**config.mk**
```make
export PLATFORM = sky130hd
export DESIGN_NAME = voxocc_fifo
export DESIGN_NICKNAME = d
export VERILOG_FILES = /design/src/sv/voxocc_pkg.sv /design/src/sv/voxocc_fifo.sv
export SDC_FILE = /design/constraint.sdc
export NUM_CORES = 1
export LEC_CHECK = 0
export ABC_CLOCK_PERIOD_IN_PS = 2400
export BUFFER_PORTS_ARGS = -buffer_cell sky130_fd_sc_hd__buf_2
export CORE_MARGIN = 4
export CORE_UTILIZATION = 43
export DETAILED_ROUTE_END_ITERATION = 7
export GPL_TIMING_DRIVEN = 0
export MAX_ROUTING_LAYER = met4
export PLACE_DENSITY = 0.66
export SYNTH_ARGS = -nofsm -noshare
export SYNTH_HDL_FRONTEND = slang
export SYNTH_SLANG_ARGS = --single-unit
```
**constraint.sdc**
```tcl
create_clock -name clk_i -period 2.4 [get_ports clk_i]
set_clock_uncertainty 0.05 [all_clocks]
set_input_delay 0.24 -clock clk_i [delete_from_list [all_inputs] [get_ports clk_i]]
set_output_delay 0.24 -clock clk_i [all_outputs]
set_load 0.05 [all_outputs]
```
**src/sv/voxocc_pkg.sv**
```systemverilog
package voxocc_pkg;

  // Grid geometry
  localparam int GRID_X     = 64;
  localparam int GRID_Y     = 64;
  localparam int GRID_Z     = 32;
  localparam int CELL_COUNT = GRID_X * GRID_Y * GRID_Z;
  localparam int IDX_W      = (CELL_COUNT > 1) ? $clog2(CELL_COUNT) : 1;

  // Field widths
  localparam int COORD_W    = 16;
  localparam int VAL_W      = 8;
  localparam int STEP_W     = 7;
  localparam int CALC_W     = 10;  // headroom for value +/- step or delta
  localparam int CFG_IDX_W  = 3;
  localparam int CFG_DATA_W = 16;

  // Queue between front and back
  localparam int QUEUE_DEPTH = 2;
  localparam int QPTR_W      = (QUEUE_DEPTH > 1) ? $clog2(QUEUE_DEPTH) : 1;
  localparam int QCNT_W      = $clog2(QUEUE_DEPTH + 1);

  // Input function codes
  localparam logic [2:0] FUNC_HIT    = 3'd0;
  localparam logic [2:0] FUNC_MISS   = 3'd1;
  localparam logic [2:0] FUNC_MERGE  = 3'd2;
  localparam logic [2:0] FUNC_READ   = 3'd3;
  localparam logic [2:0] FUNC_CLEAR  = 3'd4;
  // Spare codes, served as a read
  localparam logic [2:0] FUNC_SPARE5 = 3'd5;
  localparam logic [2:0] FUNC_SPARE6 = 3'd6;
  localparam logic [2:0] FUNC_SPARE7 = 3'd7;

  // Value conventions of the two modes
  localparam logic signed [CALC_W-1:0] MAX_M0  = 10'sd64;
  localparam logic signed [CALC_W-1:0] MIN_M0  = -10'sd63;
  localparam logic signed [CALC_W-1:0] EVEN_M0 = 10'sd0;
  localparam logic signed [CALC_W-1:0] UNK_M0  = 10'sd0;
  localparam logic signed [CALC_W-1:0] MAX_M1  = 10'sd127;
  localparam logic signed [CALC_W-1:0] MIN_M1  = 10'sd0;
  localparam logic signed [CALC_W-1:0] EVEN_M1 = 10'sd64;
  localparam logic signed [CALC_W-1:0] UNK_M1  = -10'sd1;

  // Configuration register indexes
  typedef enum logic [CFG_IDX_W-1:0] {
    CFG_MAP_MODE    = 3'd0,
    CFG_HIT_STEP    = 3'd1,
    CFG_MISS_STEP   = 3'd2,
    CFG_ORIGIN_X    = 3'd3,
    CFG_ORIGIN_Y    = 3'd4,
    CFG_ORIGIN_Z    = 3'd5,
    CFG_OCC_THRESH  = 3'd6
  } cfg_idx_e;

  // Operation after classification by the front
  typedef enum logic [2:0] {
    OP_HIT,
    OP_MISS,
    OP_MERGE,
    OP_READ,
    OP_CLEAR,
    OP_OFF_MAP
  } op_e;

  typedef struct packed {
    logic                      map_mode;
    logic [STEP_W-1:0]         hit_step;
    logic [STEP_W-1:0]         miss_step;
    logic signed [COORD_W-1:0] corner_x;
    logic signed [COORD_W-1:0] corner_y;
    logic signed [COORD_W-1:0] corner_z;
    logic signed [VAL_W-1:0]   threshold;
  } cfg_t;

  typedef struct packed {
    op_e                     op;
    logic [IDX_W-1:0]        idx;
    logic signed [VAL_W-1:0] delta;
  } item_t;

  typedef struct packed {
    logic init_busy;  // clearing pass after reset in progress
  } back_status_t;

endpackage

```
**src/sv/voxocc_fifo.sv**
```systemverilog
module voxocc_fifo (
  input  logic              clk_i,
  input  logic              rst_ni,
  input  logic              in_valid_i,
  output logic              in_ready_o,
  input  voxocc_pkg::item_t in_item_i,
  output logic              out_valid_o,
  input  logic              out_ready_i,
  output voxocc_pkg::item_t out_item_o
);

  voxocc_pkg::item_t                entry_q [voxocc_pkg::QUEUE_DEPTH];
  logic [voxocc_pkg::QPTR_W-1:0]    wr_ptr_q, rd_ptr_q;
  logic [voxocc_pkg::QCNT_W-1:0]    cnt_q;
  logic                             push, pop;

  assign in_ready_o  = cnt_q != voxocc_pkg::QCNT_W'(voxocc_pkg::QUEUE_DEPTH);
  assign out_valid_o = cnt_q != '0;
  assign out_item_o  = entry_q[rd_ptr_q];
  assign push        = in_valid_i && in_ready_o;
  assign pop         = out_valid_o && out_ready_i;

  // Storage
  always_ff @(posedge clk_i) begin
    if (push) begin
      entry_q[wr_ptr_q] <= in_item_i;
    end
  end

  // Pointers and fill count
  always_ff @(posedge clk_i or negedge rst_ni) begin
    if (!rst_ni) begin
      wr_ptr_q <= '0;
      rd_ptr_q <= '0;
      cnt_q    <= '0;
    end else begin
      if (push) begin
        wr_ptr_q <= (wr_ptr_q == voxocc_pkg::QPTR_W'(voxocc_pkg::QUEUE_DEPTH - 1)) ? '0
                                                                          : wr_ptr_q + 1'b1;
      end
      if (pop) begin
        rd_ptr_q <= (rd_ptr_q == voxocc_pkg::QPTR_W'(voxocc_pkg::QUEUE_DEPTH - 1)) ? '0
                                                                          : rd_ptr_q + 1'b1;
      end
      if (push && !pop) begin
        cnt_q <= cnt_q + 1'b1;
      end else if (pop && !push) begin
        cnt_q <= cnt_q - 1'b1;
      end
    end
  end

endmodule

```
== Word-level counts from Yosys, hierarchy flattened ==
Memory sizes are Yosys's and may differ from the RTL's.
Index checks and enable logic that the tools add are counted.

* Flip-flop bits (word level): 4
* Memory bits (writable): 56
* Bits of input ports: 32
* Memories kept: 1

* Add/subtract/negate cells: 4
* Equality and inequality tests: 1
* Multiplexer cells: 6
* Reduce and logical (&&, ||, !) cells: 8

{| class="wikitable"
|+ Memory list
! memory !! words !! width !! read ports !! clocked after Yosys merged registers in !! wr ports !! RTL line !! text
|-
| entry_q || 2 || 28 || 1 || 0 || 1 || voxocc_fifo.sv:12 || <nowiki>voxocc_pkg::item_t entry_q [voxocc_pkg::QUEUE_DEPTH];</nowiki>
|}

{| class="wikitable"
|+ Operators with widths
! operator !! count
|-
| $logic_and 1x1->1 || 4
|-
| $mux 1 || 4
|-
| $mux 2 || 2
|-
| $reduce_bool 2->1 || 2
|-
| $add 1x1->1 const B || 2
|-
| $add 2x1->2 const B || 1
|-
| $logic_not 1->1 || 2
|-
| $ne 2x2->1 const B || 1
|-
| $sub 2x1->2 const B || 1
|}

== Logic depth before layout (Yosys ltp) ==
* Word-level depth: 6
* Depth in mapped cells: 7

== Least setup slack after synthesis ==
OpenSTA, ideal clock, no wires.

* Kind: flip-flop to flip-flop
* Start: register cnt_q[0] in the netlist's numbering
* End: memory entry_q[0][0] in the netlist's numbering, enable pin
* Arrival time: 2.260 ns
* Slack: -0.323 ns
* Cell stages (with the launch flop): 4
* Period minus slack after synthesis: 2.723 ns
* Cells stage by stage: dfrtp_1 nand2b_1 nand2_1 nor2_1

* Longest elaborated chain between the ends: 4

{| class="wikitable"
|+ Ends and longest elaborated chain
! what !! RTL line !! text
|-
| start, declared || voxocc_fifo.sv:14 || <nowiki>logic [voxocc_pkg::QCNT_W-1:0] cnt_q;</nowiki>
|-
| start signal, assigned || voxocc_fifo.sv:46 || <nowiki>cnt_q <= cnt_q + 1'b1;</nowiki>
|-
| start signal, assigned || voxocc_fifo.sv:48 || <nowiki>cnt_q <= cnt_q - 1'b1;</nowiki>
|-
| $ne 2x2->1 || voxocc_fifo.sv:17 || <nowiki>assign in_ready_o = cnt_q != voxocc_pkg::QCNT_W'(voxocc_pkg::QUEUE_DEPTH);</nowiki>
|-
| via in_ready_o || voxocc_fifo.sv:5 || <nowiki>output logic in_ready_o,</nowiki>
|-
| $logic_and 1x1->1 || voxocc_fifo.sv:20 || <nowiki>assign push = in_valid_i && in_ready_o;</nowiki>
|-
| $mux 1 || voxocc_fifo.sv:25 || <nowiki>if (push) begin</nowiki>
|-
| $mux 1 (not written as such) || voxocc_fifo.sv:26 || <nowiki>entry_q[wr_ptr_q] <= in_item_i;</nowiki>
|-
| end, declared || voxocc_fifo.sv:12 ||
|}

The timed path passes the listed nets, and every way through them passes these cells.

==> impl_results.md <==
* Status: completed
* Pleak at 1.12 nW
* Clock Latency Late Sink at 0.33 ns
* Die Y at 80.5 microns
* Final HPWL DP at 2540 microns
* Largest net degree at the start of global routing at 29
* Overall Global Routing Usage at 12.9%
* Pwr Density at 1450 nW/um^2
* Post-synthesis cell type count at 16
* Met2 WL at 1860 microns
* CTS Buf Count at 9
* CP Max Fanout at 10
* DRT iter0 DRCs at 41
* Max Fclk at 549 MHz
* Critical setup path kind: reg -> out
* Tmin final at 1.82 ns
* RR Startpoint: cnt_q[0]
* Warnings, synthesis at 0
* CTS resizes at 0
* TritonCTS clock tree: built
* HP Class: in -> reg
* Syn nets at 138
* Sequential fraction of the synthesis area at 78.8%
* CTS max path bufs at 2
* Vias in the first global route at 1,238
* Sink Count at 60
* Setup Buffers After CTS at 0
* Multi-input gate area at 452 sq um
* Area Overhead vs Synth at 26.2%
* DRT Pass-1 Iters at 4
* Max-cap violations at 0
* Met3 WL post-DR at 333 microns
* Setup WS pre-CTS at 0.0495 ns
* Top layer in use: met4
* H-tree levels at 3
* Mapped Area at 2260 sq um
* Worst slew pin tran at 0.811 ns
* # setup viols final at 0
* CP startpoint: rd_ptr_q
* RSZ-0062 raised after global routing: false
* WHS Path Cells at 1
* Share of cells above drive strength 1 at 59.3%
* Setup TNS Final at 0 ns
* Total power at 4.15 mW
* Vias per std cell at 4.65
* Worst vdd ir at 940 uV
* Critical path data arrival time at 1.53 ns
* Post-Route Utilization at 55.9%
* IO Count at 62
* Hold slack at 0.0388 ns
* Clk Tree Root Cell: clkbuf_8
* Tcrit/Tclk final at 76.0%
* IO buf count at 61
* Routed wire length at 3720 microns
* Crit path capture type: output port
* Worst Setup Slack, final at 0.577 ns
* #FFs+latches synth at 60
* GPL Wtd Cong at 0.639
* First-pass GRT wire length at 5650 microns
* Grt total ovfl at 0
* Post-route antenna net violation count at 0
* Nets at 211
* Via Count at 1,171
* Core ar. at 5110 sq um
* WL/cell at 14.8 microns
* Fin. max-slew vios at 0
* Headroom to the max-slew limit at 45.8%
* Critical path launch point type: register
* Count of final hold-check violations at 0
* Remaining DRCs at 0
* Syn avg cell area at 21.5 sq um
* DIE AREA at 6490 sq um
* ANT cells at 0
* Clock transition at path regs at 0.06 ns
* Starting density of the core at 44.3%
* Initial antenna violation count at 0
* Num rows at 26
* Hold wc startpoint: in_item_i[23]
* # fillers at 410
* Die W at 80.5 microns
* Worst Reg-to-Reg Cells at 3
* Storage cell area at 1780 sq um
* CP required at 2.11 ns
* DRT met1 WL at 1430 microns
* Mapped Cells at 105
## where the power goes
part           internal (mW)  leakage, nW  switching, mW  total, mW
Clock                  0.463       0.0923          0.364      0.828
Combinational          0.554        0.464           1.25       1.80
Sequential              1.44        0.567         0.0780       1.52
## cells in the final DEF, fill, tap and decap left out, drive strengths merged
cell type and n:
buf 64, edfxtp 56, mux2 28, clkbuf 9
dfrtp 4, clkinv 4, xnor2 3, nand2 2
xor2 2, nor2 2, nand2b 1, inv 1
or2 1, and3 1, ha 1, bufinv 1
clkinvlp 1, dlygate4sd3 1
## metrics by stage
stage / instance area, sq um / std cells
after CTS: 2850 / 252
after floorplan: 2260 / 105
after global placement: 2660 / 236
after global routing: 2850 / 252
final: 2850 / 252
after detailed placement: 2660 / 236
## synthesized netlist by cell type
master | count | share of area, %
and3_1 | 1 | 0.28
buf_4 | 1 | 0.33
buf_6 | 1 | 0.50
buf_8 | 1 | 0.66
dfrtp_1 | 4 | 4.4
edfxtp_1 | 56 | 74
ha_1 | 1 | 0.55
inv_1 | 1 | 0.17
mux2_2 | 18 | 9.0
mux2_4 | 10 | 6.6
nand2_1 | 2 | 0.33
nand2b_1 | 1 | 0.28
nor2_1 | 2 | 0.33
or2_1 | 1 | 0.28
xnor2_1 | 3 | 1.2
xor2_1 | 2 | 0.77
## per-layer routing
| metal | up-vias | GRT usage (%) |
|---|---|---|
| met1 | 562 | 12.8 |
| li1 | 551 | - |
| met3 | 11 | 4.37 |
| met4 | 0 | 10.1 |
| met2 | 47 | 20.8 |
| met5 | - | - |
## cell type report
| type | count | share of cell area, % |
|---|---|---|
| flip-flops and latches | 60 | 62.4 |
| multi-input cells | 41 | 15.8 |
| repair buffers | 62 | 11.0 |
| clock buffers | 9 | 4.34 |
| well taps | 70 | 3.07 |
| clock inverters | 6 | 1.97 |
| plain buffers | 3 | 1.18 |
| inverters | 1 | 0.132 |
## final timing paths
check	to	slack, ns
setup reg to reg	entry_q[0][26]	0.58
min in group asynchronous	wr_ptr_q	0.19
setup / recovery	out_item_o[22]	0.58
hold reg to reg	cnt_q[1]	0.45
hold / removal	entry_q[1][23]	0.04
max in group asynchronous	rd_ptr_q	1.98
## kinds of logic (layout without fill, tap and decap cells)
group	Yosys count	after routing	share of synthesized area (%)
fa+ha+maj	1	1	0.553
xor+xnor	5	5	1.94
buf+inv	4	81	1.66
mux	28	28	15.6
flops	60	60	78.8
simple gates	7	7	1.49
## critical path, cell delays in order (launching register included)
cell,delay (ns)
dfrtp_1,0.35
buf_6,0.16
buf_8,0.17
mux2_4,0.30
buf_2,0.21
## flip-flops by register name, summed over array words and instances, names as in the netlist
register and flops:
wr_ptr_q 1, entry_q 56, cnt_q 2, rd_ptr_q 1
## timing repair
action,4_1_cts,5_1_grt
hold buffers,1,0
endpoints found under the setup margin,0,0
hold endpoints to repair,4,0
Note: power is estimated with default switching activity, not from simulation.
