`src/sv/voxocc_pkg.sv`:
```
package voxocc_pkg;

  // Grid geometry
  localparam int GRID_X     = 64;
  localparam int GRID_Y     = 64;
  localparam int GRID_Z     = 32;
  localparam int CELL_COUNT = GRID_X * GRID_Y * GRID_Z;
  localparam int IDX_W      = (CELL_COUNT > 1) ? $clog2(CELL_COUNT) : 1;

  // Field widths
  localparam int COORD_W    = 16;
  localparam int VAL_W      = 8;
  localparam int STEP_W     = 7;
  localparam int CALC_W     = 10;  // headroom for value +/- step or delta
  localparam int CFG_IDX_W  = 3;
  localparam int CFG_DATA_W = 16;

  // Queue between front and back
  localparam int QUEUE_DEPTH = 2;
  localparam int QPTR_W      = (QUEUE_DEPTH > 1) ? $clog2(QUEUE_DEPTH) : 1;
  localparam int QCNT_W      = $clog2(QUEUE_DEPTH + 1);

  // Input function codes
  localparam logic [2:0] FUNC_HIT    = 3'd0;
  localparam logic [2:0] FUNC_MISS   = 3'd1;
  localparam logic [2:0] FUNC_MERGE  = 3'd2;
  localparam logic [2:0] FUNC_READ   = 3'd3;
  localparam logic [2:0] FUNC_CLEAR  = 3'd4;
  // Spare codes, served as a read
  localparam logic [2:0] FUNC_SPARE5 = 3'd5;
  localparam logic [2:0] FUNC_SPARE6 = 3'd6;
  localparam logic [2:0] FUNC_SPARE7 = 3'd7;

  // Value conventions of the two modes
  localparam logic signed [CALC_W-1:0] MAX_M0  = 10'sd64;
  localparam logic signed [CALC_W-1:0] MIN_M0  = -10'sd63;
  localparam logic signed [CALC_W-1:0] EVEN_M0 = 10'sd0;
  localparam logic signed [CALC_W-1:0] UNK_M0  = 10'sd0;
  localparam logic signed [CALC_W-1:0] MAX_M1  = 10'sd127;
  localparam logic signed [CALC_W-1:0] MIN_M1  = 10'sd0;
  localparam logic signed [CALC_W-1:0] EVEN_M1 = 10'sd64;
  localparam logic signed [CALC_W-1:0] UNK_M1  = -10'sd1;

  // Configuration register indexes
  typedef enum logic [CFG_IDX_W-1:0] {
    CFG_MAP_MODE    = 3'd0,
    CFG_HIT_STEP    = 3'd1,
    CFG_MISS_STEP   = 3'd2,
    CFG_ORIGIN_X    = 3'd3,
    CFG_ORIGIN_Y    = 3'd4,
    CFG_ORIGIN_Z    = 3'd5,
    CFG_OCC_THRESH  = 3'd6
  } cfg_idx_e;

  // Operation after classification by the front
  typedef enum logic [2:0] {
    OP_HIT,
    OP_MISS,
    OP_MERGE,
    OP_READ,
    OP_CLEAR,
    OP_OFF_MAP
  } op_e;

  typedef struct packed {
    logic                      map_mode;
    logic [STEP_W-1:0]         hit_step;
    logic [STEP_W-1:0]         miss_step;
    logic signed [COORD_W-1:0] corner_x;
    logic signed [COORD_W-1:0] corner_y;
    logic signed [COORD_W-1:0] corner_z;
    logic signed [VAL_W-1:0]   threshold;
  } cfg_t;

  typedef struct packed {
    op_e                     op;
    logic [IDX_W-1:0]        idx;
    logic signed [VAL_W-1:0] delta;
  } item_t;

  typedef struct packed {
    logic init_busy;  // clearing pass after reset in progress
  } back_status_t;

endpackage

```
`src/sv/voxocc_if.sv`:
```
interface voxocc_in_if;
  logic                                     valid;
  logic                                     ready;
  logic [2:0]                               func;
  logic signed [voxocc_pkg::COORD_W-1:0]    voxel_x;
  logic signed [voxocc_pkg::COORD_W-1:0]    voxel_y;
  logic signed [voxocc_pkg::COORD_W-1:0]    voxel_z;
  logic signed [voxocc_pkg::VAL_W-1:0]      merge_delta;

  modport source (output valid, func, voxel_x, voxel_y, voxel_z, merge_delta, input ready);
  modport sink   (input valid, func, voxel_x, voxel_y, voxel_z, merge_delta, output ready);
endinterface


```
`src/sv/voxocc_front.sv`:
```
module voxocc_front (
  voxocc_in_if.sink                item_i,
  input  voxocc_pkg::cfg_t         cfg_i,
  input  voxocc_pkg::back_status_t status_i,
  output logic                     q_valid_o,
  input  logic                     q_ready_i,
  output voxocc_pkg::item_t        q_item_o
);

  logic signed [voxocc_pkg::COORD_W:0] dx, dy, dz;
  logic                                in_x, in_y, in_z, on_map;
  logic [31:0]                         idx_full;

  // Offsets from the grid origin, one bit wider so they cannot wrap
  always_comb begin
    dx = {item_i.voxel_x[voxocc_pkg::COORD_W-1], item_i.voxel_x}
       - {cfg_i.corner_x[voxocc_pkg::COORD_W-1], cfg_i.corner_x};
    dy = {item_i.voxel_y[voxocc_pkg::COORD_W-1], item_i.voxel_y}
       - {cfg_i.corner_y[voxocc_pkg::COORD_W-1], cfg_i.corner_y};
    dz = {item_i.voxel_z[voxocc_pkg::COORD_W-1], item_i.voxel_z}
       - {cfg_i.corner_z[voxocc_pkg::COORD_W-1], cfg_i.corner_z};
  end

  // Bounds check
  assign in_x   = !dx[voxocc_pkg::COORD_W] &&
                  (dx[voxocc_pkg::COORD_W-1:0] < voxocc_pkg::COORD_W'(voxocc_pkg::GRID_X));
  assign in_y   = !dy[voxocc_pkg::COORD_W] &&
                  (dy[voxocc_pkg::COORD_W-1:0] < voxocc_pkg::COORD_W'(voxocc_pkg::GRID_Y));
  assign in_z   = !dz[voxocc_pkg::COORD_W] &&
                  (dz[voxocc_pkg::COORD_W-1:0] < voxocc_pkg::COORD_W'(voxocc_pkg::GRID_Z));
  assign on_map = in_x && in_y && in_z;

  // Linear cell index, x major, z minor
  assign idx_full = (32'(dx[voxocc_pkg::COORD_W-1:0]) * 32'(voxocc_pkg::GRID_Y)
                   + 32'(dy[voxocc_pkg::COORD_W-1:0])) * 32'(voxocc_pkg::GRID_Z)
                   + 32'(dz[voxocc_pkg::COORD_W-1:0]);

  // Classification
  always_comb begin
    q_item_o.idx   = idx_full[voxocc_pkg::IDX_W-1:0];
    q_item_o.delta = item_i.merge_delta;
    if (item_i.func == voxocc_pkg::FUNC_CLEAR) begin
      q_item_o.op = voxocc_pkg::OP_CLEAR;
    end else if (!on_map) begin
      q_item_o.op = voxocc_pkg::OP_OFF_MAP;
    end else begin
      case (item_i.func)
        voxocc_pkg::FUNC_HIT:   q_item_o.op = voxocc_pkg::OP_HIT;
        voxocc_pkg::FUNC_MISS:  q_item_o.op = voxocc_pkg::OP_MISS;
        voxocc_pkg::FUNC_MERGE: begin
          q_item_o.op = (item_i.merge_delta == '0) ? voxocc_pkg::OP_READ
                                                   : voxocc_pkg::OP_MERGE;
        end
        default:                q_item_o.op = voxocc_pkg::OP_READ;
      endcase
    end
  end

  // No transaction taken while the store is being initialised
  assign q_valid_o    = item_i.valid && !status_i.init_busy;
  assign item_i.ready = q_ready_i && !status_i.init_busy;

endmodule

```
`src/flat_wrapper.sv`:
```
// flat-port wrapper written by rule: the top's interface ports become plain ports
module voxocc_front_flat 
  (cfg_i, status_i, q_valid_o, q_ready_i, q_item_o, item_i_valid, item_i_func, item_i_voxel_x, item_i_voxel_y, item_i_voxel_z, item_i_merge_delta, item_i_ready);
  voxocc_in_if item_i_i ();
  input  voxocc_pkg::cfg_t cfg_i;
  input  voxocc_pkg::back_status_t status_i;
  output logic q_valid_o;
  input  logic q_ready_i;
  output voxocc_pkg::item_t q_item_o;
  input wire logic [$bits(item_i_i.valid)-1:0] item_i_valid;
  input wire logic [$bits(item_i_i.func)-1:0] item_i_func;
  input wire logic [$bits(item_i_i.voxel_x)-1:0] item_i_voxel_x;
  input wire logic [$bits(item_i_i.voxel_y)-1:0] item_i_voxel_y;
  input wire logic [$bits(item_i_i.voxel_z)-1:0] item_i_voxel_z;
  input wire logic [$bits(item_i_i.merge_delta)-1:0] item_i_merge_delta;
  output wire logic [$bits(item_i_i.ready)-1:0] item_i_ready;
  assign item_i_i.valid = item_i_valid;
  assign item_i_i.func = item_i_func;
  assign item_i_i.voxel_x = item_i_voxel_x;
  assign item_i_i.voxel_y = item_i_voxel_y;
  assign item_i_i.voxel_z = item_i_voxel_z;
  assign item_i_i.merge_delta = item_i_merge_delta;
  assign item_i_ready = item_i_i.ready;
  voxocc_front u_core (.item_i(item_i_i), .cfg_i(cfg_i), .status_i(status_i), .q_valid_o(q_valid_o), .q_ready_i(q_ready_i), .q_item_o(q_item_o));
endmodule
```
`config.mk`:
```
export PLATFORM = sky130hd
export DESIGN_NAME = voxocc_front_flat
export DESIGN_NICKNAME = d
export VERILOG_FILES = /design/src/sv/voxocc_pkg.sv /design/src/sv/voxocc_if.sv /design/src/sv/voxocc_front.sv /design/src/flat_wrapper.sv
export SDC_FILE = /design/constraint.sdc
export NUM_CORES = 1
export LEC_CHECK = 0
export BUFFER_PORTS_ARGS = -buffer_cell sky130_fd_sc_hd__buf_2
export CAP_MARGIN = 20
export CORE_AREA = 2 2 66 130
export DETAILED_ROUTE_END_ITERATION = 7
export DIE_AREA = 0 0 68 132
export GPL_TIMING_DRIVEN = 1
export PLACE_DENSITY = 0.78
export SLEW_MARGIN = 20
export SYNTH_ARGS = -nofsm -noshare
export SYNTH_HDL_FRONTEND = slang
export SYNTH_SLANG_ARGS = --single-unit
```
`constraint.sdc`:
```
create_clock -name vclk -period 4.55
set_input_delay 0.6825 -clock vclk [all_inputs]
set_output_delay 0.6825 -clock vclk [all_outputs]
set_load 0.01 [all_outputs]
```
# Yosys cells after proc, flatten, opt, wreduce, memory -nomap -nowiden
# Index checks and enable logic that the tools add are counted.
[classes]
addsub = 5
magnitude_cmp = 3
n_eq_ne = 3
mux = 4
n_reduce_logical = 13
[op_table]
columns = ["op", "n"]
rows = [
  ["16-bit by 16-bit subtractor with 17-bit output", 3],
  ["16-bit by 7-bit less-than comparator with 1-bit output, second input constant", 2],
  ["17-bit by 16-bit adder with 17-bit output", 1],
  ["16-bit by 6-bit less-than comparator with 1-bit output, second input constant", 1],
  ["12-bit adder", 1],
  ["3-bit case mux with 3 select lines", 1],
  ["8-bit zero test", 1],
  ["1-bit logical AND", 7],
  ["3-bit 2-to-1 mux", 2],
  ["1-bit zero test", 4],
  ["3-bit by 1-bit == test with 1-bit output, second input constant", 1],
  ["3-bit by 2-bit == test with 1-bit output, second input constant", 1],
  ["3-bit == test, second input constant", 1],
  ["3-bit zero test", 1],
  ["1-bit 2-to-1 mux", 1],
]
[word_totals]
regBits = 0
output_inout_bits = 30
wordCells = 28

# Longest topological paths before layout
# Gate-level depths: netlist of run 1.
[depth]
word_depth = 7
mapped_depth = 18
ltp_nobuf = 18

# Worst setup path before layout of run 1
# Ideal clock, no wire load.
[synth_timing]
path_type = "input-to-output"
from = "in cfg_i[9] in the netlist's numbering"
to = "out q_item_o[23] in the netlist's numbering"
arrival_ns = 3.745
t_required_ns = 3.868
setup_slack_ns = 0.123
cell_stages = 16
n_path_buf = 0
cell_sequence = "inv_1 ha_1 nor2b_1 o31a_1 o21ai_0 a21boi_0 xor2_1 ha_1 nor2b_1 o21ai_0 a21boi_0 o21ai_0 nand2b_1 a21o_1 a21o_1 o311ai_0"
[synth_lines]
columns = ["element", "line_no", "source"]
rows = [
  ["start: declaration", "flat_wrapper.sv:5", "input voxocc_pkg::cfg_t cfg_i;"],
  ["end: declaration", "flat_wrapper.sv:9", "output voxocc_pkg::item_t q_item_o;"],
]

==> out/qor.yml, run 1 <==
status: "finished, violations left"
violations: "setup timing"
dp_cells: 795
dr.pass1.iters: 7
yosysWarningCount: 0
grt_pass1_vias: 4639
endpoint: "q_item_o[23]"
critPathLaunchType: "primary input"
timing.critical_path.buf_inv: 5
final_util: 0.655
die_w_um: 68
maxCapViolations: 0
vdd_drop_max_mv: 0.146
min_path_type: "in2out"
seq_cells: 0
worstPathMaxFanout: 5
worst_slew_pin_slew_ps: 502
gp_congestion: 0.908
ys_types: 73
min_period_ps: 4710
cts_hold_buf: 0
syn_avg_cell_area_um2: 7.05
grt_remaining_overflow: 0
cp_data_required_time_ps: 3870
grt_max_degree: 11
slowest_stage: "ha_1"
maxSlewHeadroom: 0.662
finalMaxSlewViolations: 0
track_usage: 0.269
syn_to_final_growth_pct: 43.1
startpoint: "item_i_voxel_y[0]"
fin_crit_sh: 1.04
syn-num-nets: 718
yosysTopAreaCell: "ha_1"
n_antenna_cell: 0
drt_first_iter_violations: 232
start_util: 0.458
route.vias.total: 4736
n_clock_buffer: 0
dp_hpwl_mm: 10.4
met3_usage: 0.0162
drive_gt1_frac: 0.396
die_area_um2: 8980
p_leak_nw: 2.72
rsz0062_at_grt: "yes"
busiest_layer: "met2"
hold_start: "item_i_merge_delta[0]"
ant_nets: 0
stdcell_count: 806
multiInputGateArea_um2: 3570
path_delay_family: "compound AO/OA/AOI/OAI gates"
path_class: "in2out"
fmax_ghz: 0.212
hold_violations: 0
io_buffer_count: 140
seq_area_um2: 0
layout.cells.most_common: "buf_2"
ios: 163
netlist_area_um2: 3640
fillers: 684
critPathArrivalTime_ps: 4030
setup_violations: 4
final_cell_mix: "buf_2, buf_4, inv_1"
setup_ws_ps: -164
netlist.area_leader.share: 0.220
crit_path_frequent_cell: "ha_1"
pwr_density_cell_nw_per_um2: 305
core_area_um2: 7940
grt_pass1_wl_mm: 19.6
met2_usage: 0.534
wl_per_cell_um: 16.3
viasPerCell: 5.88
ys_seq_area_frac: 0
pre_cts_slack_ps: -452
endpoint_kind: "output pin"
antenna_found_initial: 0
nets: 914
slowest_delay_ps: 370
die_h_um: 132
synthCells: 516
cp.depth: 18
route.detailed.drc: 0
num_rows: 46
wl_mm: 13.1
grt_util_met1: 0.237
crit_chain: "buf_6, inv_4, ha_4, inv_2, fa_2, a21o_1, a221oi_4, buf_4, nor2_1, o31ai_2, xnor2_2, ha_1, xnor2_1, ha_1, nand2b_1, o311a_1, o311ai_2, buf_2"
ys_top_cells_by_area: "ha_1, inv_1, xnor2_1, a21oi_1, nor2_1"
## cells in the mapped netlist (2+ instances only)
master,n
a211oi_1,3
nor2b_1,10
xnor2_1,27
a311oi_1,2
o211ai_1,6
a221oi_1,2
o2111ai_1,5
a31o_2,3
nand2b_1,12
ha_1,64
nand3b_1,4
clkbuf_1,2
a31oi_1,5
nor2_1,37
nor3b_1,3
xor2_1,14
mux2_2,2
and3_1,9
o31a_1,3
o21ai_1,3
fa_1,5
nand3_1,11
nor4_1,5
a21boi_0,3
inv_1,74
nor3_1,10
nand4_1,2
nor4_2,2
o21ai_0,26
o21a_1,8
nand4b_1,5
a21oi_1,46
and2_1,3
buf_6,2
a21o_1,14
buf_4,9
or2_2,5
nand2_1,25
o31ai_1,3
o211a_1,3
mux2i_1,4
o21bai_1,4
## worst min-delay path by stage
stage / cells after the start / slack [ps] / end
after floorplan: 1 / 1410 / item_i_ready
after global placement: 2 / 1570 / q_item_o[2]
after detailed placement: 2 / 1570 / q_item_o[0]
after CTS: 2 / 1570 / q_item_o[0]
after global routing: 2 / 1570 / q_item_o[2]
final: 2 / 1570 / q_item_o[0]
## cell families (layout without fill, tap and decap cells)
kind of cell | Yosys count | in the layout | synth area share
muxes | 7 | 7 | 0.0203
xor gates and xnor gates | 41 | 41 | 0.0987
AOI/OAI and AO/OA | 157 | 157 | 0.295
and+or+nand+nor | 154 | 154 | 0.234
adders and majority gates | 69 | 69 | 0.248
buffers and inverters | 88 | 282 | 0.105
## metrics by stage
step                setup TNS (ps)  cell area [µm²]  hold slack, ps  power, mW
floorplan                        0             3640            1410      0.840
global placement             -1130             4780            1570       1.31
detailed placement           -1650             4780            1570       1.36
CTS                           -599             5000            1570       1.47
global route                 -1190             5200            1570       1.70
finish                        -443             5200            1570       1.59
## where the power goes
part / internal [mW] / switching, mW
clock: 0 / 0
combinational: 0.781 / 0.809
sequential: 0 / 0
## routing by layer
metal  part of all wire  vias to the layer above
li1                   -                     2244
met1               0.31                     2173
met2               0.55                      227
met3              0.046                       92
met4              0.089                        0
met5                  0                        -
## cell type report
cell class,count,share of cell area
inverter,74,0.0543
multi-input combinational,428,0.687
tap,96,0.0231
timing repair buffer,208,0.236
## timing repair
item | CTS | global route
resized for setup | 41 | 32
endpoints found under the setup margin | 6 | 8
buffers inserted | 7 | 4
pin swaps | 21 | 22
Note: power is estimated with default switching activity, not from simulation.
==> run 2: changes to the inputs <==
--- a/config.mk
+++ b/config.mk
@@ -7,11 +7,12 @@
 export LEC_CHECK = 0
 export BUFFER_PORTS_ARGS = -buffer_cell sky130_fd_sc_hd__buf_2
 export CAP_MARGIN = 20
-export CORE_AREA = 2 2 66 130
+export CORE_AREA = 2 2 66 131
 export DETAILED_ROUTE_END_ITERATION = 7
-export DIE_AREA = 0 0 68 132
+export DIE_AREA = 0 0 68 133
 export GPL_TIMING_DRIVEN = 1
-export PLACE_DENSITY = 0.78
+export PLACE_DENSITY = 0.8
+export SETUP_SLACK_MARGIN = 0.4
 export SLEW_MARGIN = 20
 export SYNTH_ARGS = -nofsm -noshare
 export SYNTH_HDL_FRONTEND = slang
==> constraint.sdc (replaced) <==
create_clock -name vclk -period 4.1
set_input_delay 0.615 -clock vclk [all_inputs]
set_output_delay 0.615 -clock vclk [all_outputs]
set_load 0.01 [all_outputs]
==> out/qor.yml, run 2 (synthesis results as in run 1) <==
status: "finished, violations left"  # unchanged
violations: "setup timing"  # unchanged
path_delay_family: "adder cells"  # was compound AO/OA/AOI/OAI gates
worst_slew_pin_slew_ps: 793  # was 502 ps
crit_chain: "buf_8, inv_12, ha_4, inv_2, fa_2, a21o_1, a221oi_4, xnor2_2, ha_2, fa_2, a21oi_2, nor2_1, nor2_1, xnor2_2, ha_4, nand2b_1, o311a_1, o311ai_2, buf_2"  # was buf_6, inv_4, ha_4, inv_2, fa_2, a21o_1, a221oi_4, buf_4, nor2_1, o31ai_2, xnor2_2, ha_1, xnor2_1, ha_1, nand2b_1, o311a_1, o311ai_2, buf_2
drive_gt1_frac: 0.460  # was 0.396
viasPerCell: 5.80  # was 5.88
rsz0062_at_grt: "yes"  # unchanged
worstPathMaxFanout: 5  # unchanged
die_h_um: 133  # was 132 µm
finalMaxSlewViolations: 0  # unchanged
seq_area_um2: 0  # unchanged
cp.depth: 19  # was 18
antenna_found_initial: 0  # unchanged
maxCapViolations: 0  # unchanged
vdd_drop_max_mv: 0.341  # was 0.146 mV
grt_max_degree: 9  # was 11
gp_congestion: 0.937  # was 0.908
min_period_ps: 4680
n_clock_buffer: 0  # unchanged
endpoint_kind: "output pin"  # unchanged
hold_violations: 0  # unchanged
ios: 163  # unchanged
wl_per_cell_um: 16.4  # was 16.3 µm
timing.critical_path.buf_inv: 4  # was 5
critPathArrivalTime_ps: 4060  # was 4030 ps
final_cell_mix: "buf_2, buf_4, inv_1"  # unchanged
grt_pass1_wl_mm: 20.8  # was 19.6 mm
start_util: 0.448  # was 0.458
fillers: 587  # was 684
final_util: 0.716  # was 0.655
seq_cells: 0  # unchanged
wl_mm: 14.1  # was 13.1 mm
multiInputGateArea_um2: 3660  # was 3570 µm²
p_leak_nw: 3.04  # was 2.72 nW
setup_violations: 10  # was 4
maxSlewHeadroom: 0.467  # was 0.662
syn_to_final_growth_pct: 59.7  # was 43.1%
core_area_um2: 8120  # was 7940 µm²
fin_crit_sh: 1.14
num_rows: 47  # was 46
track_usage: 0.283  # was 0.269
layout.cells.most_common: "buf_2"  # unchanged
die_area_um2: 9040  # was 8980 µm²
endpoint: "q_item_o[23]"  # unchanged
n_antenna_cell: 0  # unchanged
cp_data_required_time_ps: 3480  # was 3870 ps
pwr_density_cell_nw_per_um2: 373  # was 305 nW/µm²
grt_pass1_vias: 4770  # was 4639
path_class: "in2out"  # unchanged
slowest_stage: "a221oi_4"  # was ha_1
dp_hpwl_mm: 9.43  # was 10.4 mm
grt_remaining_overflow: 0  # unchanged
startpoint: "item_i_voxel_y[0]"  # unchanged
die_w_um: 68  # unchanged
ant_nets: 0  # unchanged
drt_first_iter_violations: 396  # was 232
setup_tns_ps: -3150  # was -443 ps
route.detailed.drc: 0  # unchanged
min_path_type: "in2out"  # unchanged
slowest_delay_ps: 370  # about the same
critPathLaunchType: "primary input"  # unchanged
nets: 969  # was 914
io_buffer_count: 140  # unchanged
route.vias.total: 5007  # was 4736
dr.pass1.iters: 6  # was 7
setup_ws_ps: -575  # was -164 ps
fmax_ghz: 0.214
cts_hold_buf: 0  # unchanged
-- run 2: repair_timing --
item,in CTS,in global routing
pin swaps,48,38
gates resized for setup,66,23
buffers inserted,26,9
endpoints found under the setup margin,11,12
-- run 2: how the worst min path moves through the flow --
| stage | from | end | slack (ps) | cells after the start |
|---|---|---|---|---|
| after floorplan | status_i | item_i_ready | 1280 | 1 |
| after global placement | item_i_merge_delta[4] | q_item_o[4] | 1430 | 2 |
| after detailed placement | item_i_merge_delta[7] | q_item_o[7] | 1430 | 2 |
| after CTS | item_i_merge_delta[4] | q_item_o[4] | 1430 | 2 |
| after global routing | item_i_merge_delta[7] | q_item_o[7] | 1430 | 2 |
| final | item_i_merge_delta[7] | q_item_o[7] | 1430 | 2 |
-- run 2: final cells by class --
class | count | area share
Inverter | 74 | 0.0508
Timing Repair Buffer | 263 | 0.299
Multi-Input combinational cell | 428 | 0.630
Tap cell | 98 | 0.0211
-- run 2: routing by layer --
metal	vias to the layer above	global-route usage	part of all wire
met3	74	0.00935	0.057
met5	-	0	0
li1	2357	-	-
met2	285	0.499	0.50
met4	0	0.117	0.065
met1	2291	0.342	0.37
-- run 2: metrics by stage --
| stage | cell area [µm²] | std cells | hold slack [ps] | setup WS (ps) | power [mW] |
|---|---|---|---|---|---|
| 2_1_floorplan | 3770 | 516 | 1280 | -35.7 | 1.04 |
| 3_3_place_gp | 5150 | 828 | 1430 | -456 | 1.61 |
| 3_5_place_dp | 5150 | 828 | 1430 | -548 | 1.65 |
| 4_1_cts | 5620 | 854 | 1430 | -402 | 1.91 |
| 5_1_grt | 5810 | 863 | 1430 | -692 | 2.30 |
| 6_report | 5810 | 863 | 1430 | -575 | 2.16 |
-- run 2: where the power goes --
group	internal [mW]	switching [mW]	leakage, nW
combinational	1.13	1.03	3.04
clock	0	0	0
sequential	0	0	0
==> run 3: changes to the inputs <==
--- a/config.mk
+++ b/config.mk
@@ -11,7 +11,7 @@
 export DETAILED_ROUTE_END_ITERATION = 7
 export DIE_AREA = 0 0 68 133
 export GPL_TIMING_DRIVEN = 1
-export PLACE_DENSITY = 0.8
+export PLACE_DENSITY_LB_ADDON = 0.08
 export SETUP_SLACK_MARGIN = 0.4
 export SLEW_MARGIN = 20
 export SYNTH_ARGS = -nofsm -noshare
==> out/qor.yml, run 3 (synthesis results as in run 1) <==
status: "finished, violations left"  # unchanged
violations: "setup timing"  # unchanged
setup_violations: 7  # was 10
wl_per_cell_um: 13.0  # was 16.4 µm
fillers: 694  # was 587
min_period_ps: 4580  # was 4680 ps
gp_congestion: 0.889  # was 0.937
critPathLaunchType: "primary input"  # unchanged
layout.cells.most_common: "buf_2"  # unchanged
viasPerCell: 5.25  # was 5.80
ant_nets: 0  # unchanged
path_class: "in2out"  # unchanged
dr.pass1.iters: 4  # was 6
whs_ps: 1430  # about the same
ios: 163  # unchanged
antenna_found_initial: 0  # unchanged
setup_ws_ps: -480  # was -575 ps
cp_data_required_time_ps: 3480  # about the same
seq_cells: 0  # unchanged
die_h_um: 133  # unchanged
pre_cts_slack_ps: -600  # was -548 ps
vdd_drop_max_mv: 0.217  # was 0.341 mV
dp_hpwl_mm: 9.31  # was 9.43 mm
die_area_um2: 9040  # unchanged
wl_mm: 11.3  # was 14.1 mm
track_usage: 0.248  # was 0.283
final_cell_mix: "buf_2, buf_4, inv_1"  # unchanged
grt_remaining_overflow: 0  # unchanged
worst_slew_pin_slew_ps: 534  # was 793 ps
fmax_ghz: 0.218  # was 0.214 GHz
grt_pass1_vias: 4244  # was 4770
busiest_layer: "met2"  # unchanged
grt_pass1_wl_mm: 18.3  # was 20.8 mm
grt_max_degree: 9  # unchanged
p_total_mw: 1.93  # was 2.16 mW
min_path_type: "in2out"  # unchanged
start_util: 0.448  # unchanged
die_w_um: 68  # unchanged
syn_to_final_growth_pct: 59.3  # was 59.7%
maxCapViolations: 0  # unchanged
nets: 973  # was 969
num_rows: 47  # unchanged
rsz0062_at_grt: "yes"  # unchanged
drive_gt1_frac: 0.459  # was 0.460
seq_area_um2: 0  # unchanged
io_buffer_count: 140  # unchanged
endpoint_kind: "output pin"  # unchanged
setup_tns_ps: -1690  # was -3150 ps
n_clock_buffer: 0  # unchanged
drt_first_iter_violations: 160  # was 396
met2_usage: 0.447  # was 0.499
pwr_density_cell_nw_per_um2: 332  # was 373 nW/µm²
hold_violations: 0  # unchanged
p_leak_nw: 3.06  # was 3.04 nW
core_area_um2: 8120  # unchanged
maxSlewHeadroom: 0.635  # was 0.467
critPathArrivalTime_ps: 3960  # was 4060 ps
fin_crit_sh: 1.12  # was 1.14
finalMaxSlewViolations: 0  # unchanged
route.detailed.drc: 0  # unchanged
worstPathMaxFanout: 5  # unchanged
n_antenna_cell: 0  # unchanged
grt_util_met1: 0.299  # was 0.342
route.vias.total: 4553  # was 5007
met3_usage: 0.00680  # was 0.00935
[run 3: cell types whose count changed in the layout (fill, tap and decap cells not counted), moves of 2 or more]
| cell | change |
|---|---|
| buf_4 | +11 |
| buf_6 | -5 |
| a21oi_1 | +2 |
| buf_2 | -2 |
| ha_1 | +2 |
| nor2_1 | +2 |
| nor2b_2 | +2 |
| o21ai_1 | -2 |
| o21ai_2 | +2 |
[run 3: per-stage QoR]
step | utilization | cell area [µm²] | std cells
finish | 0.714 | 5800 | 867
global route | 0.714 | 5800 | 867
CTS | 0.703 | 5710 | 864
detailed placement | 0.648 | 5260 | 843
global placement | 0.648 | 5260 | 843
floorplan | - | 3770 | 516
[run 3: final timing paths]
kind | start | endpoint | slack [ps] | cells after the start
min | item_i_merge_delta[2] | q_item_o[2] | 1430 | 2
max | item_i_voxel_y[0] | q_item_o[23] | -480 | 20
[run 3: metal layers]
layer	vias to the layer above	wire, µm
li1	2359	-
met1	2048	4650
met2	116	5780
met3	30	326
met4	0	497
met5	-	0
[run 3: report_power, final]
part | switching [mW] | internal, mW | total, mW | leakage (nW)
clock | 0 | 0 | 0 | 0
sequential | 0 | 0 | 0 | 0
combinational | 0.885 | 1.04 | 1.93 | 3.06
[run 3: what timing repair did]
item / in CTS / in global routing
pin swaps: 37 / 12
setup endpoints to repair: 11 / 11
hold buffers: 0 / 0
setup buffers: 21 / 3
resized for setup: 63 / 15
[run 3: critical path: stages]
cell and delay [ps]:
buf_8 110, inv_12 40, ha_4 120, inv_2 30
fa_2 340, a21o_1 210, a221oi_4 230, buf_6 160
xnor2_2 70, ha_2 210, fa_2 370, a21oi_2 150
nor2_1 50, nor2_1 120, xnor2_1 80, ha_1 370
nand2b_1 110, o311a_1 320, o311ai_2 90, buf_2 170
[run 3: final cells by class]
class	count	area [µm²]	share of cell area
Multi-Input combinational cell	428	3630	0.626
Timing Repair Buffer	267	1750	0.302
Inverter	74	295	0.0509
Tap cell	98	123	0.0212
